## config.mk

```make
export PLATFORM = sky130hd
export DESIGN_NAME = nps_search_flat
export DESIGN_NICKNAME = d
export VERILOG_FILES = /design/src/sv/nps_pkg.sv /design/src/sv/nps_if.sv /design/src/sv/nps_div.sv /design/src/sv/nps_search.sv /design/src/flat_wrapper.sv
export SDC_FILE = /design/constraint.sdc
export NUM_CORES = 1
export LEC_CHECK = 0
export BUFFER_PORTS_ARGS = -buffer_cell sky130_fd_sc_hd__buf_4
export CAP_MARGIN = 20
export CORE_AREA = 3 3 161 179
export CTS_BUF_LIST = sky130_fd_sc_hd__clkbuf_8
export DETAILED_ROUTE_END_ITERATION = 10
export DIE_AREA = 0 0 164 182
export GPL_TIMING_DRIVEN = 0
export PLACE_DENSITY = 0.93
export REMOVE_ABC_BUFFERS = 1
export SLEW_MARGIN = 15
export SYNTH_ARGS = -nofsm -noshare
export SYNTH_HDL_FRONTEND = slang
export SYNTH_SLANG_ARGS = --single-unit
```

## constraint.sdc

```tcl
create_clock -name clk_i -period 10.2 [get_ports clk_i]
set_input_delay 0.51 -clock clk_i [delete_from_list [all_inputs] [get_ports clk_i]]
set_output_delay 0.51 -clock clk_i [all_outputs]
set_load 0.005 [all_outputs]
```

## src/sv/nps_pkg.sv

```systemverilog
// Package with the shared constants of the next prime search block.
package nps_pkg;
  localparam int unsigned SIEVE_LIMIT = 65536;
  localparam int unsigned TABLE_DEPTH = 8192;
  localparam int unsigned VALUE_BITS  = 31;
  localparam int unsigned PRIME_W     = 16;
  localparam int unsigned PSQ_W       = 2 * PRIME_W;
endpackage

```

## src/sv/nps_if.sv

```systemverilog
// Valid/ready channel interfaces for the input word and the result word.
interface nps_in_if #(parameter int unsigned ValueBits = 31);
  logic                 valid;
  logic                 ready;
  logic [ValueBits-1:0] n_value;
  modport source (output valid, output n_value, input ready);
  modport sink   (input valid, input n_value, output ready);
endinterface

interface nps_out_if #(parameter int unsigned ValueBits = 31);
  logic                 valid;
  logic                 ready;
  logic [ValueBits-1:0] prime_value;
  logic                 was_prime;
  modport source (output valid, output prime_value, output was_prime, input ready);
  modport sink   (input valid, input prime_value, input was_prime, output ready);
endinterface

```

## src/sv/nps_div.sv

```systemverilog
// Bit-serial remainder unit: one dividend bit per cycle.
module nps_div #(
  parameter int unsigned ValueBits = nps_pkg::VALUE_BITS
) (
  input  logic                          clk_i,
  input  logic                          rst_ni,
  input  logic                          start_i,
  input  logic [ValueBits-1:0]          dividend_i,
  input  logic [nps_pkg::PRIME_W-1:0]   divisor_i,
  output logic                          done_o,
  output logic                          rem_zero_o
);
  import nps_pkg::*;

  localparam int unsigned CntW = $clog2(ValueBits + 1);

  logic                 busy_q;
  logic                 done_q;
  logic [CntW-1:0]      cnt_q;
  logic [ValueBits-1:0] v_q;
  logic [PRIME_W-1:0]   d_q;
  logic [PRIME_W-1:0]   rem_q;
  logic [PRIME_W:0]     trial;
  logic [PRIME_W-1:0]   rem_d;

  always_comb begin
    trial = {rem_q, v_q[ValueBits-1]};
    if (trial >= {1'b0, d_q}) begin
      rem_d = PRIME_W'(trial - {1'b0, d_q});
    end else begin
      rem_d = trial[PRIME_W-1:0];
    end
  end

  always_ff @(posedge clk_i) begin
    if (start_i) begin
      v_q   <= dividend_i;
      d_q   <= divisor_i;
      rem_q <= '0;
    end else if (busy_q) begin
      v_q   <= v_q << 1;
      rem_q <= rem_d;
    end
  end

  always_ff @(posedge clk_i or negedge rst_ni) begin
    if (!rst_ni) begin
      busy_q <= 1'b0;
      done_q <= 1'b0;
      cnt_q  <= '0;
    end else begin
      done_q <= 1'b0;
      if (start_i) begin
        busy_q <= 1'b1;
        cnt_q  <= CntW'(ValueBits);
      end else if (busy_q) begin
        cnt_q <= cnt_q - 1'b1;
        if (cnt_q == CntW'(1)) begin
          busy_q <= 1'b0;
          done_q <= 1'b1;
        end
      end
    end
  end

  assign done_o     = done_q;
  assign rem_zero_o = (rem_q == '0);
endmodule

```

## src/sv/nps_search.sv

```systemverilog
// Candidate search: trial division over the prime table, one prime at a time.
module nps_search #(
  parameter int unsigned TableDepth = nps_pkg::TABLE_DEPTH,
  parameter int unsigned ValueBits  = nps_pkg::VALUE_BITS
) (
  input  logic                              clk_i,
  input  logic                              rst_ni,
  input  logic                              table_ready_i,
  input  logic [$clog2(TableDepth):0]       count_i,
  output logic                              rd_en_o,
  output logic [$clog2(TableDepth)-1:0]     rd_addr_o,
  input  logic [nps_pkg::PRIME_W-1:0]       rd_data_i,
  nps_in_if.sink                            in_i,
  nps_out_if.source                         out_o
);
  import nps_pkg::*;

  localparam int unsigned TblW = $clog2(TableDepth);

  localparam logic [2:0] S_IDLE  = 3'd0;
  localparam logic [2:0] S_TEST  = 3'd1;
  localparam logic [2:0] S_ISSUE = 3'd2;
  localparam logic [2:0] S_LOAD  = 3'd3;
  localparam logic [2:0] S_CMP   = 3'd4;
  localparam logic [2:0] S_DIV   = 3'd5;
  localparam logic [2:0] S_DONE  = 3'd6;

  logic [2:0]           state_q;
  logic [ValueBits-1:0] cand_q;
  logic                 first_q;
  logic [TblW:0]        k_q;
  logic [PRIME_W-1:0]   p_q;
  logic [PSQ_W-1:0]     sq_q;
  logic                 out_valid_q;
  logic [ValueBits-1:0] out_prime_q;
  logic                 out_was_q;
  logic                 div_start;
  logic                 div_done;
  logic                 div_zero;
  logic                 load_out;

  nps_div #(.ValueBits(ValueBits)) u_div (
    .clk_i      (clk_i),
    .rst_ni     (rst_ni),
    .start_i    (div_start),
    .dividend_i (cand_q),
    .divisor_i  (p_q),
    .done_o     (div_done),
    .rem_zero_o (div_zero)
  );

  assign in_i.ready = (state_q == S_IDLE) && table_ready_i;
  assign rd_en_o    = (state_q == S_ISSUE);
  assign rd_addr_o  = k_q[TblW-1:0];
  assign div_start  = (state_q == S_CMP) && !(sq_q > PSQ_W'(cand_q));
  assign load_out   = (state_q == S_DONE) && (!out_valid_q || out_o.ready);

  always_ff @(posedge clk_i) begin
    if (state_q == S_LOAD) begin
      p_q  <= rd_data_i;
      sq_q <= PSQ_W'(rd_data_i) * PSQ_W'(rd_data_i);
    end
    if (load_out) begin
      out_prime_q <= cand_q;
      out_was_q   <= first_q;
    end
  end

  always_ff @(posedge clk_i or negedge rst_ni) begin
    if (!rst_ni) begin
      state_q     <= S_IDLE;
      cand_q      <= '0;
      first_q     <= 1'b0;
      k_q         <= '0;
      out_valid_q <= 1'b0;
    end else begin
      if (load_out) begin
        out_valid_q <= 1'b1;
      end else if (out_o.ready) begin
        out_valid_q <= 1'b0;
      end
      unique case (state_q)
        S_IDLE: begin
          if (in_i.valid && in_i.ready) begin
            cand_q  <= in_i.n_value;
            first_q <= 1'b1;
            state_q <= S_TEST;
          end
        end
        S_TEST: begin
          // Zero and one are not prime: step on without touching the table.
          if (cand_q < ValueBits'(2)) begin
            first_q <= 1'b0;
            cand_q  <= cand_q + 1'b1;
          end else begin
            k_q     <= '0;
            state_q <= S_ISSUE;
          end
        end
        S_ISSUE: state_q <= S_LOAD;
        S_LOAD:  state_q <= S_CMP;
        S_CMP: begin
          if (div_start) begin
            state_q <= S_DIV;
          end else begin
            state_q <= S_DONE;
          end
        end
        S_DIV: begin
          if (div_done) begin
            if (div_zero) begin
              first_q <= 1'b0;
              cand_q  <= cand_q + 1'b1;
              state_q <= S_TEST;
            end else if (k_q + 1'b1 == count_i) begin
              // Table exhausted with no divisor found: taken as prime.
              state_q <= S_DONE;
            end else begin
              k_q     <= k_q + 1'b1;
              state_q <= S_ISSUE;
            end
          end
        end
        S_DONE: begin
          if (load_out) begin
            state_q <= S_IDLE;
          end
        end
        default: state_q <= S_IDLE;
      endcase
    end
  end

  assign out_o.valid       = out_valid_q;
  assign out_o.prime_value = out_prime_q;
  assign out_o.was_prime   = out_was_q;
endmodule

```

## src/flat_wrapper.sv

```systemverilog
// flat-port wrapper written by rule: the top's interface ports become plain ports
module nps_search_flat import nps_pkg::*;
#(
  parameter int unsigned TableDepth = nps_pkg::TABLE_DEPTH,
  parameter int unsigned ValueBits  = nps_pkg::VALUE_BITS
)
  (clk_i, rst_ni, table_ready_i, count_i, rd_en_o, rd_addr_o, rd_data_i, in_i_valid, in_i_n_value, in_i_ready, out_o_valid, out_o_prime_value, out_o_was_prime, out_o_ready);
  nps_in_if #(.ValueBits(ValueBits)) in_i_i ();
  nps_out_if #(.ValueBits(ValueBits)) out_o_i ();
  input  logic clk_i;
  input  logic rst_ni;
  input  logic table_ready_i;
  input  logic [$clog2(TableDepth):0] count_i;
  output logic rd_en_o;
  output logic [$clog2(TableDepth)-1:0] rd_addr_o;
  input  logic [nps_pkg::PRIME_W-1:0] rd_data_i;
  input wire logic [$bits(in_i_i.valid)-1:0] in_i_valid;
  input wire logic [$bits(in_i_i.n_value)-1:0] in_i_n_value;
  output wire logic [$bits(in_i_i.ready)-1:0] in_i_ready;
  output wire logic [$bits(out_o_i.valid)-1:0] out_o_valid;
  output wire logic [$bits(out_o_i.prime_value)-1:0] out_o_prime_value;
  output wire logic [$bits(out_o_i.was_prime)-1:0] out_o_was_prime;
  input wire logic [$bits(out_o_i.ready)-1:0] out_o_ready;
  assign in_i_i.valid = in_i_valid;
  assign in_i_i.n_value = in_i_n_value;
  assign in_i_ready = in_i_i.ready;
  assign out_o_valid = out_o_i.valid;
  assign out_o_prime_value = out_o_i.prime_value;
  assign out_o_was_prime = out_o_i.was_prime;
  assign out_o_i.ready = out_o_ready;
  nps_search #(.TableDepth(TableDepth), .ValueBits(ValueBits)) u_core (.clk_i(clk_i), .rst_ni(rst_ni), .table_ready_i(table_ready_i), .count_i(count_i), .rd_en_o(rd_en_o), .rd_addr_o(rd_addr_o), .rd_data_i(rd_data_i), .in_i(in_i_i), .out_o(out_o_i));
endmodule
```

==> impl_results.html, run 1 <==
<table>
<tr><th>Metric</th><th>Value</th></tr>
<tr><th colspan="2">Synth</th></tr>
<tr><td>Part of the Yosys area used for sequential elements</td><td>31.3%</td></tr>
<tr><td>Mapped cell area</td><td>17600 um^2</td></tr>
<tr><td>Commonest cells post-synth</td><td>sky130_fd_sc_hd__inv_1, sky130_fd_sc_hd__fa_1, sky130_fd_sc_hd__ha_1</td></tr>
<tr><td>Share of flip-flops with an asynchronous set or reset after synthesis</td><td>28.8%</td></tr>
<tr><td>Fraction of post-synthesis cell area in the top cell type by area</td><td>21.4%</td></tr>
<tr><td>Leading post-synthesis cells by cell area</td><td>sky130_fd_sc_hd__edfxtp_1, sky130_fd_sc_hd__fa_1, sky130_fd_sc_hd__ha_1</td></tr>
<tr><td>Post-Synthesis Cells</td><td>1777</td></tr>
<tr><td>Count of flip-flops with a built-in enable after synthesis</td><td>between 100 and 150</td></tr>
<tr><td>Most area-hungry cell type in the Yosys netlist</td><td>sky130_fd_sc_hd__edfxtp_1</td></tr>
<tr><td>Primary FF master, synth</td><td>sky130_fd_sc_hd__edfxtp_1</td></tr>
<tr><td>Total of flip-flops plus latches after synthesis</td><td>198</td></tr>
<tr><td>Number of distinct standard cells referenced by the synthesized netlist</td><td>76</td></tr>
<tr><td>Cell with the most instances after synthesis</td><td>sky130_fd_sc_hd__inv_1</td></tr>
<tr><td>Mean area per synthesized cell</td><td>between 9 and 10 um^2</td></tr>
<tr><td>Yosys Warn Count</td><td>0</td></tr>
<tr><th colspan="2">Min path</th></tr>
<tr><td>Hold Crit Class</td><td>in2async</td></tr>
<tr><th colspan="2">Placed design</th></tr>
<tr><td>Count of port buffers added during placement</td><td>113</td></tr>
<tr><td>DP HPWL</td><td>31700 um</td></tr>
<tr><td>Routability cong.</td><td>0.929</td></tr>
<tr><td>Number of placed instances with taps included</td><td>2176</td></tr>
<tr><td>Dpl ws</td><td>3.18 ns</td></tr>
<tr><th colspan="2">Job</th></tr>
<tr><td>Count of maximum capacitance violations</td><td>0</td></tr>
<tr><th colspan="2">Floorplan</th></tr>
<tr><td>Ports</td><td>114</td></tr>
<tr><td>Cell row count</td><td>63</td></tr>
<tr><td>Die outline area</td><td>~30000 um^2</td></tr>
<tr><td>Chip width</td><td>164 um</td></tr>
<tr><td>Effective utilization at floorplan</td><td>approximately 65%</td></tr>
<tr><td>Core area</td><td>27000 um^2</td></tr>
<tr><td>Y dimension of the die</td><td>182 um</td></tr>
<tr><th colspan="2">Timing</th></tr>
<tr><td>Total Negative Setup Slacks</td><td>0 ns</td></tr>
<tr><td>Headroom to the max-slew limit</td><td>33.5%</td></tr>
<tr><td>Crit path setup slack, layout</td><td>3.54 ns</td></tr>
<tr><td>Total setup violations reported at the end of the flow</td><td>0</td></tr>
<tr><td>Max-slew violations</td><td>0</td></tr>
<tr><td>Fin. Hold Viols</td><td>0</td></tr>
<tr><td>Final Critical Period</td><td>6.66 ns</td></tr>
<tr><td>Setup repair after global routing missed its margin</td><td>false</td></tr>
<tr><td>Fmax</td><td>about 150 MHz</td></tr>
<tr><td>Final critical-path share of the clock period</td><td>65.3%</td></tr>
<tr><td>Slew @ Worst Pin</td><td>0.995 ns</td></tr>
<tr><td>Setup skew after layout</td><td>0.0350 ns</td></tr>
<tr><td>Worst Hold Slack</td><td>0.0917 ns</td></tr>
<tr><th colspan="2">Global route</th></tr>
<tr><td>Vias in the first global route</td><td>14500</td></tr>
<tr><td>Global-route congestion overflow total</td><td>0</td></tr>
<tr><td>Total global-route track usage</td><td>28.3%</td></tr>
<tr><td>Initial antenna violation count</td><td>0</td></tr>
<tr><td>Largest net degree at the start of global routing</td><td>58</td></tr>
<tr><td>First-pass GRT wire length</td><td>between 60000 and 70000 um</td></tr>
<tr><th colspan="2">Routing</th></tr>
<tr><td>Detailed-routed wire length on met3</td><td>about 3400 um</td></tr>
<tr><td>Detailed-routing wirelength on met1</td><td>15100 um</td></tr>
<tr><td>Number of iterations in the first detailed-routing pass</td><td>8</td></tr>
<tr><td>Met2 WL post-DR</td><td>20800 um</td></tr>
<tr><td>Detail-routed via count per cell</td><td>between 6 and 7</td></tr>
<tr><td>Routed wire length</td><td>41400 um</td></tr>
<tr><td>Post-detailed-route count of antenna-violating nets</td><td>0</td></tr>
<tr><td>Top layer in use</td><td>met4</td></tr>
<tr><td>Detailed router's first-iteration violation count</td><td>1357</td></tr>
<tr><td>Final routed DRC violation total</td><td>0</td></tr>
<tr><td>Total vias in the final route</td><td>13700</td></tr>
<tr><td>Average routed wire per standard cell</td><td>18.8 um</td></tr>
<tr><th colspan="2">Clock tree</th></tr>
<tr><td>Buffer type at the clock tree root</td><td>sky130_fd_sc_hd__clkbuf_8</td></tr>
<tr><td>Worst-path clk slew</td><td>approximately 0.13 ns</td></tr>
<tr><td>Number of cells upsized or downsized after cts</td><td>0</td></tr>
<tr><td>Post-CTS Setup Bufs</td><td>0</td></tr>
<tr><td>H-tree depth</td><td>4</td></tr>
<tr><td>Number of clock buffers inserted by TritonCTS</td><td>17</td></tr>
<tr><td>Insertion delay to the later sink of the worst-skew pair</td><td>0.49 ns</td></tr>
<tr><td>Max clock buf depth</td><td>2</td></tr>
<tr><td>Clock tree from TritonCTS</td><td>yes</td></tr>
<tr><td>Hold-fix buffers at CTS</td><td>0</td></tr>
<tr><td>Clk sinks</td><td>between 150 and 200</td></tr>
<tr><th colspan="2">Setup path</th></tr>
<tr><td>Endpoint arrival time on the critical path</td><td>6.89 ns</td></tr>
<tr><td>Top delay family on crit path</td><td>adder cells</td></tr>
<tr><td>Critical path buffers and inverters</td><td>6</td></tr>
<tr><td>Worst path required time</td><td>about 10 ns</td></tr>
<tr><td>Worst Setup Path Type</td><td>in2reg</td></tr>
<tr><td>CP cell instances</td><td>buf_4 &gt; inv_1 &gt; nor2_1 &gt; fa_1 &gt; inv_1 &gt; fa_1 &gt; inv_1 &gt; fa_1 &gt; fa_1 &gt; fa_1 &gt; inv_1 &gt; fa_1 &gt; inv_1 &gt; ha_1 &gt; nand2_1 &gt; nor4_1 &gt; o311ai_0 &gt; a21oi_1 &gt; nor2_1 &gt; a31oi_1 &gt; nor4b_1 &gt; a211o_1</td></tr>
<tr><td>Type of element capturing the critical path</td><td>flop</td></tr>
<tr><td>Crit path top cell by count</td><td>sky130_fd_sc_hd__fa_1</td></tr>
<tr><td>Crit-path slowest cell</td><td>sky130_fd_sc_hd__fa_1</td></tr>
<tr><td>Maximum single-stage delay on the critical path</td><td>0.56 ns</td></tr>
<tr><td>Maximum fanout along the worst path</td><td>14</td></tr>
<tr><td>Startpoint types</td><td>input port</td></tr>
<tr><th colspan="2">Finish</th></tr>
<tr><td>ANT cells</td><td>0</td></tr>
<tr><td>Share of final-layout standard cells stronger than drive strength 1</td><td>11.6%</td></tr>
<tr><td>Layout overhead on the synthesized area</td><td>8.59%</td></tr>
<tr><td>Count of placed standard cells in the final layout, fillers left out</td><td>2208</td></tr>
<tr><td>Final-layout fill cell count</td><td>1802</td></tr>
<tr><td>Nets</td><td>2217</td></tr>
<tr><th colspan="2">Pwr</th></tr>
<tr><td>VDD IR-drop max</td><td>between 300 and 400 uV</td></tr>
<tr><td>Leakage power of the design</td><td>8.86 nW</td></tr>
<tr><td>Power density over the cells</td><td>364 nW/um^2</td></tr>
<tr><td>Power Total</td><td>6.95 mW</td></tr>
<tr><th colspan="2">Run status</th></tr>
<tr><td>Result of the run</td><td>completed</td></tr>
</table>
layout by cell type, fill, tap and decap left out, types with 8 or more instances in the layout:
cell,n
sky130_fd_sc_hd__and2_1,50
sky130_fd_sc_hd__fa_1,165
sky130_fd_sc_hd__a21o_1,28
sky130_fd_sc_hd__clkbuf_8,17
sky130_fd_sc_hd__nand4_1,14
sky130_fd_sc_hd__o22ai_1,15
sky130_fd_sc_hd__edfxtp_1,125
sky130_fd_sc_hd__nor2b_1,13
sky130_fd_sc_hd__nand3_1,32
sky130_fd_sc_hd__a21oi_1,100
sky130_fd_sc_hd__o22a_1,10
sky130_fd_sc_hd__inv_1,310
sky130_fd_sc_hd__buf_4,115
sky130_fd_sc_hd__dfxtp_1,16
sky130_fd_sc_hd__and3_1,10
sky130_fd_sc_hd__mux2_2,31
sky130_fd_sc_hd__nor3_1,24
sky130_fd_sc_hd__or3_1,8
sky130_fd_sc_hd__nor2_1,86
sky130_fd_sc_hd__xor2_1,19
sky130_fd_sc_hd__nand2_1,136
sky130_fd_sc_hd__nand2b_1,18
sky130_fd_sc_hd__o31ai_1,11
sky130_fd_sc_hd__ha_1,148
sky130_fd_sc_hd__dfrtp_1,55
sky130_fd_sc_hd__nor4_1,21
sky130_fd_sc_hd__mux2i_1,16
sky130_fd_sc_hd__o21ai_0,62
sky130_fd_sc_hd__xnor2_1,47
sky130_fd_sc_hd__a211oi_1,20
path summary, 6_finish.rpt:
path / to / from / slack [ns] / cells past startpoint
worst max-delay path: u_core.sq_q[28] / rd_data_i[12] / 3.54 / 22
worst min-delay path: u_core.cand_q[17] / rst_ni / 0.09 / 1
worst max register to register: u_core.u_div.v_q[23] / u_core.cand_q[2] / 6.05 / 11
worst min register to register: u_core.u_div.d_q[5] / u_core.p_q[5] / 0.42 / 0
max in group asynchronous: u_core.state_q[0] / rst_ni / 9.54 / 1
min in group clk_i: u_core.cand_q[0] / in_i_n_value[0] / 0.28 / 3
final cells by class:
cell class / count / area, um^2 / share of cell area [%]
flip-flops and latches: 198 / 5500 / 28.8
multi-input cells: 1189 / 10600 / 55.4
well taps: 357 / 447 / 2.34
clock inverters: 15 / 165 / 0.866
repair buffers: 122 / 1010 / 5.28
inverters: 310 / 1160 / 6.10
clock buffers: 17 / 234 / 1.23
power by group:
part | internal (mW) | switching [mW]
registers | 1.40 | 0.315
clock network | 0.184 | 0.321
logic | 2.02 | 2.71
per-stage QoR:
step | area (um^2) | util (%)
floorplan | 17200 | -
global placement | 18500 | 68.3
detailed placement | 18700 | 69.1
CTS | 19100 | 70.6
global route | 19100 | 70.6
finish | 19100 | 70.6
state kept, by name, indices dropped and copies added (netlist names):
signal,count
u_core.p_q,15
u_core.u_div.busy_q,1
u_core.u_div.v_q,31
u_core.out_o.prime_value,31
u_core.u_div.done_o,1
u_core.u_div.cnt_q,5
u_core.first_q,1
u_core.u_div.rem_q,16
u_core.state_q,3
u_core.out_o.was_prime,1
u_core.out_o.valid,1
u_core.u_div.d_q,16
u_core.sq_q,31
u_core.cand_q,31
u_core.k_q,14
kinds of logic after synthesis:
family / share of synthesized area (%)
AND/OR/NAND/NOR: 12.8
XOR/XNOR: 3.29
AO/OA/AOI/OAI: 11.5
multiplexers: 2.90
buffers and inverters: 8.86
adder cells (fa/ha/maj): 29.3
flip-flops: 31.3
layer usage:
| layer | GRT usage (%) | up-vias |
|---|---|---|
| li1 | - | 6083 |
| met1 | 34.3 | 6655 |
| met2 | 49.5 | 788 |
| met3 | 4.20 | 216 |
| met4 | 13.5 | 0 |
| met5 | 0 | - |
worst register-to-register path, delay by kind of cell (launching register included):
family	cells	cell delay [ns]
simple gates	2	0.80
fa+ha+maj	1	0.31
compound gates	6	1.73
buf+inv	2	0.37
flops	1	0.53
Note: power is estimated with default switching activity, not from simulation.
==> run 2, diff against run 1 <==
CORE_AREA = 3 3 170 189   (was 3 3 161 179)
DIE_AREA = 0 0 173 192   (was 0 0 164 182)
PLACE_DENSITY = 0.88   (was 0.93)
clock period = 5.5 ns   (was 10.2 ns; I/O delays follow)
==> run 2 against run 1 <==
  * Via count decreased by 0.31%
  * Sequential cell count unchanged
  * Worst setup slack got worse by 3.5 ns
  * Sequential share of layout area decreased by 1.3 points
  * Non-clock buffer count increased by 25
  * Global-route usage decreased by 3.1 points
  * Critical path depth decreased by 1
  * Critical endpoint unchanged
  * Die area increased by 11%
  * Core utilization decreased by 4.8 points
  * First-iteration DRC count increased by 21%
  * Clock skew decreased by 0.012 ns
==> impl_results.html, run 2 (same netlist as run 1, synthesis figures left out) <==
<table>
<tr><th>Metric</th><th>Value</th></tr>
<tr><th colspan="2">Global route</th></tr>
<tr><td>Met1 global-route usage</td><td>30.8% (-3.6 points)</td></tr>
<tr><td>Vias in the first global route</td><td>14300 (-1.4%)</td></tr>
<tr><td>M2 GR Usage</td><td>45.0% (-4.4 points)</td></tr>
<tr><td>Initial antenna violation count</td><td>1 (+1)</td></tr>
<tr><td>Largest net degree at the start of global routing</td><td>58 (unchanged)</td></tr>
<tr><td>Most crowded layer after global routing</td><td>met2</td></tr>
<tr><td>First-pass GRT wire length</td><td>68800 um (+0.15%)</td></tr>
<tr><td>Global routing met3 resource utilization</td><td>3.72% (-0.48 points)</td></tr>
<tr><td>Global-route congestion overflow total</td><td>0 (unchanged)</td></tr>
<tr><td>Total global-route track usage</td><td>25.2% (-3.1 points)</td></tr>
<tr><th colspan="2">Timing</th></tr>
<tr><td>Fin. Hold Viols</td><td>0 (unchanged)</td></tr>
<tr><td>Total setup violations reported at the end of the flow</td><td>0 (unchanged)</td></tr>
<tr><td>Max-slew violations</td><td>0 (unchanged)</td></tr>
<tr><td>Final critical-path share of the clock period</td><td>between 90% and 100%</td></tr>
<tr><td>Final Critical Period</td><td>5.46 ns</td></tr>
<tr><td>Headroom to the max-slew limit</td><td>33.8% (+0.29 points)</td></tr>
<tr><td>Crit path setup slack, layout</td><td>0.0426 ns (-3.50 ns)</td></tr>
<tr><td>Setup skew after layout</td><td>0.0232 ns (-0.0118 ns)</td></tr>
<tr><td>Slew @ Worst Pin</td><td>0.990 ns (-0.00441 ns)</td></tr>
<tr><td>Fmax</td><td>183 MHz</td></tr>
<tr><td>Setup repair after global routing missed its margin</td><td>true</td></tr>
<tr><td>Total Negative Setup Slacks</td><td>0 ns (unchanged)</td></tr>
<tr><th colspan="2">Setup path</th></tr>
<tr><td>Endpoint arrival time on the critical path</td><td>5.70 ns (-1.19 ns)</td></tr>
<tr><td>Crit path top cell by count</td><td>sky130_fd_sc_hd__fa_1</td></tr>
<tr><td>Maximum fanout along the worst path</td><td>17 (+3)</td></tr>
<tr><td>Worst path required time</td><td>5.74 ns (-4.69 ns)</td></tr>
<tr><td>Number of cell instances on the worst register-to-register path</td><td>11 (unchanged)</td></tr>
<tr><td>Worst-case register-to-register setup slack</td><td>1.65 ns (-4.40 ns)</td></tr>
<tr><td>Worst Setup Path Type</td><td>in2reg</td></tr>
<tr><td>Type of element capturing the critical path</td><td>flop</td></tr>
<tr><td>Crit-path slowest cell</td><td>sky130_fd_sc_hd__fa_1</td></tr>
<tr><td>Startpoint types</td><td>input port</td></tr>
<tr><td>Maximum single-stage delay on the critical path</td><td>0.56 ns (about the same)</td></tr>
<tr><td>CP cell instances</td><td>buf_8 &gt; nand2_1 &gt; fa_2 &gt; fa_1 &gt; inv_1 &gt; fa_1 &gt; fa_1 &gt; fa_1 &gt; inv_1 &gt; fa_1 &gt; inv_1 &gt; ha_4 &gt; a21oi_2 &gt; o211ai_1 &gt; a22oi_2 &gt; a21oi_2 &gt; nor2_1 &gt; a31oi_2 &gt; buf_4 &gt; buf_4 &gt; a211o_1</td></tr>
<tr><th colspan="2">Finish</th></tr>
<tr><td>Final-layout fill cell count</td><td>2153 (+19%)</td></tr>
<tr><td>Most used cells in the layout excluding fill and tap cells</td><td>sky130_fd_sc_hd__inv_1, sky130_fd_sc_hd__fa_1, sky130_fd_sc_hd__ha_1</td></tr>
<tr><td>Nets</td><td>2242 (+1.1%)</td></tr>
<tr><td>Commonest non-fill, non-tap cell in the layout</td><td>sky130_fd_sc_hd__inv_1</td></tr>
<tr><td>Layout overhead on the synthesized area</td><td>13.5%</td></tr>
<tr><td>ANT cells</td><td>0 (unchanged)</td></tr>
<tr><td>Share of final-layout standard cells stronger than drive strength 1</td><td>16.7% (+5.2 points)</td></tr>
<tr><th colspan="2">Clock tree</th></tr>
<tr><td>Max clock buf depth</td><td>2 (unchanged)</td></tr>
<tr><td>Insertion delay to the later sink of the worst-skew pair</td><td>0.50 ns (about the same)</td></tr>
<tr><td>Clock tree from TritonCTS</td><td>yes</td></tr>
<tr><td>Buffer type at the clock tree root</td><td>sky130_fd_sc_hd__clkbuf_8</td></tr>
<tr><td>Clk sinks</td><td>198 (unchanged)</td></tr>
<tr><td>Number of clock buffers inserted by TritonCTS</td><td>17 (unchanged)</td></tr>
<tr><td>Worst-path clk slew</td><td>0.10 ns (-0.03 ns)</td></tr>
<tr><td>H-tree depth</td><td>4 (unchanged)</td></tr>
<tr><th colspan="2">Min path</th></tr>
<tr><td>Number of cells on the worst hold path</td><td>3</td></tr>
<tr><td>Hold Crit Class</td><td>in2reg</td></tr>
<tr><th colspan="2">Placed design</th></tr>
<tr><td>Routability cong.</td><td>0.904 (-2.6%)</td></tr>
<tr><td>Count of port buffers added during placement</td><td>113 (unchanged)</td></tr>
<tr><td>DP HPWL</td><td>30300 um (-4.3%)</td></tr>
<tr><td>Dpl ws</td><td>-1.21 ns (-4.39 ns)</td></tr>
<tr><th colspan="2">Routing</th></tr>
<tr><td>Average routed wire per standard cell</td><td>18.5 um (-1.5%)</td></tr>
<tr><td>Detailed router's first-iteration violation count</td><td>1636 (+21%)</td></tr>
<tr><td>Number of iterations in the first detailed-routing pass</td><td>8 (unchanged)</td></tr>
<tr><td>Detail-routed via count per cell</td><td>5.98 (-3.9%)</td></tr>
<tr><td>Routed wire length</td><td>42300 um (+2.2%)</td></tr>
<tr><td>Final routed DRC violation total</td><td>0 (unchanged)</td></tr>
<tr><td>Total vias in the final route</td><td>13700 (-0.31%)</td></tr>
<tr><td>Post-detailed-route count of antenna-violating nets</td><td>0 (unchanged)</td></tr>
<tr><th colspan="2">Floorplan</th></tr>
<tr><td>Die outline area</td><td>33200 um^2 (+11%)</td></tr>
<tr><td>Core area</td><td>30300 um^2 (+12%)</td></tr>
<tr><td>Cell row count</td><td>67 (+6.3%)</td></tr>
<tr><td>Y dimension of the die</td><td>192 um (+5.5%)</td></tr>
<tr><td>Chip width</td><td>173 um (+5.5%)</td></tr>
<tr><td>Effective utilization at floorplan</td><td>57.9% (-7.1 points)</td></tr>
<tr><td>Ports</td><td>114 (unchanged)</td></tr>
<tr><th colspan="2">Run status</th></tr>
<tr><td>Result of the run</td><td>completed</td></tr>
<tr><th colspan="2">Job</th></tr>
<tr><td>Count of maximum capacitance violations</td><td>0 (unchanged)</td></tr>
</table>
-- run 2: cell count changes in the layout (fill, tap and decap cells not counted), sizes merged --
cell	delta
buf	+23
clkinv	-2
inv	-2
clkinvlp	+3
dlygate4sd3	+1
bufinv	+1
clkbuf	+1
-- run 2: cell type report --
type | instances | area, um^2 | area share, %
Timing Repair Buffer | 147 | 1390 | 6.95
Tap cell | 414 | 518 | 2.60
Clock buffer | 17 | 234 | 1.17
Multi-Input combinational cell | 1189 | 11000 | 55.1
Clock inverter | 15 | 145 | 0.727
Sequential cell | 198 | 5500 | 27.6
Inverter | 310 | 1180 | 5.91
-- run 2: critical path: cells and delay by family --
family	cells	cell delay [ns]
and+or+nand+nor	2	0.25
buffers and inverters	6	0.68
adders and majority gates	7	3.43
AOI/OAI and AO/OA	6	1.05
-- run 2: path summary, 6_finish.rpt --
kind,start,endpoint
setup / recovery,rd_data_i[5],u_core.sq_q[28]
hold / removal,in_i_n_value[0],u_core.cand_q[0]
setup reg to reg,u_core.cand_q[2],u_core.u_div.v_q[25]
hold reg to reg,u_core.p_q[5],u_core.u_div.d_q[5]
max in group asynchronous,rst_ni,u_core.state_q[0]
min in group asynchronous,rst_ni,u_core.k_q[13]
-- run 2: through the flow --
step | util, % | hold slack (ns) | instances | area [um^2]
after global placement | 61.1 | 0.394 | 2224 | 18500
after CTS | 64.3 | 0.00624 | 2275 | 19500
after detailed placement | 61.8 | 0.401 | 2233 | 18800
final | 65.8 | 0.0193 | 2290 | 20000
after global routing | 65.8 | 0.0207 | 2290 | 20000
after floorplan | - | -0.0206 | 1697 | 17200
-- run 2: timing repair --
item | CTS | global route
cloned | 0 | 0
hold buffers | 1 | 0
setup endpoints to repair | 14 | 12
buffers inserted | 9 | 15
gates resized for setup | 58 | 93
hold endpoints to repair | 57 | 0
pin swaps | 12 | 49
-- run 2: layer usage --
metal	vias up	part of all wire, %	wire, um
met5	-	0.038	16
li1	6142	-	-
met2	701	51	21600
met3	144	7.1	3020
met4	2	3.9	1640
met1	6711	38	16000
Power of run 2 is left out: the tool's default activity adds up to more than one toggle a clock period on the data nets, which glitch-free logic cannot reach.
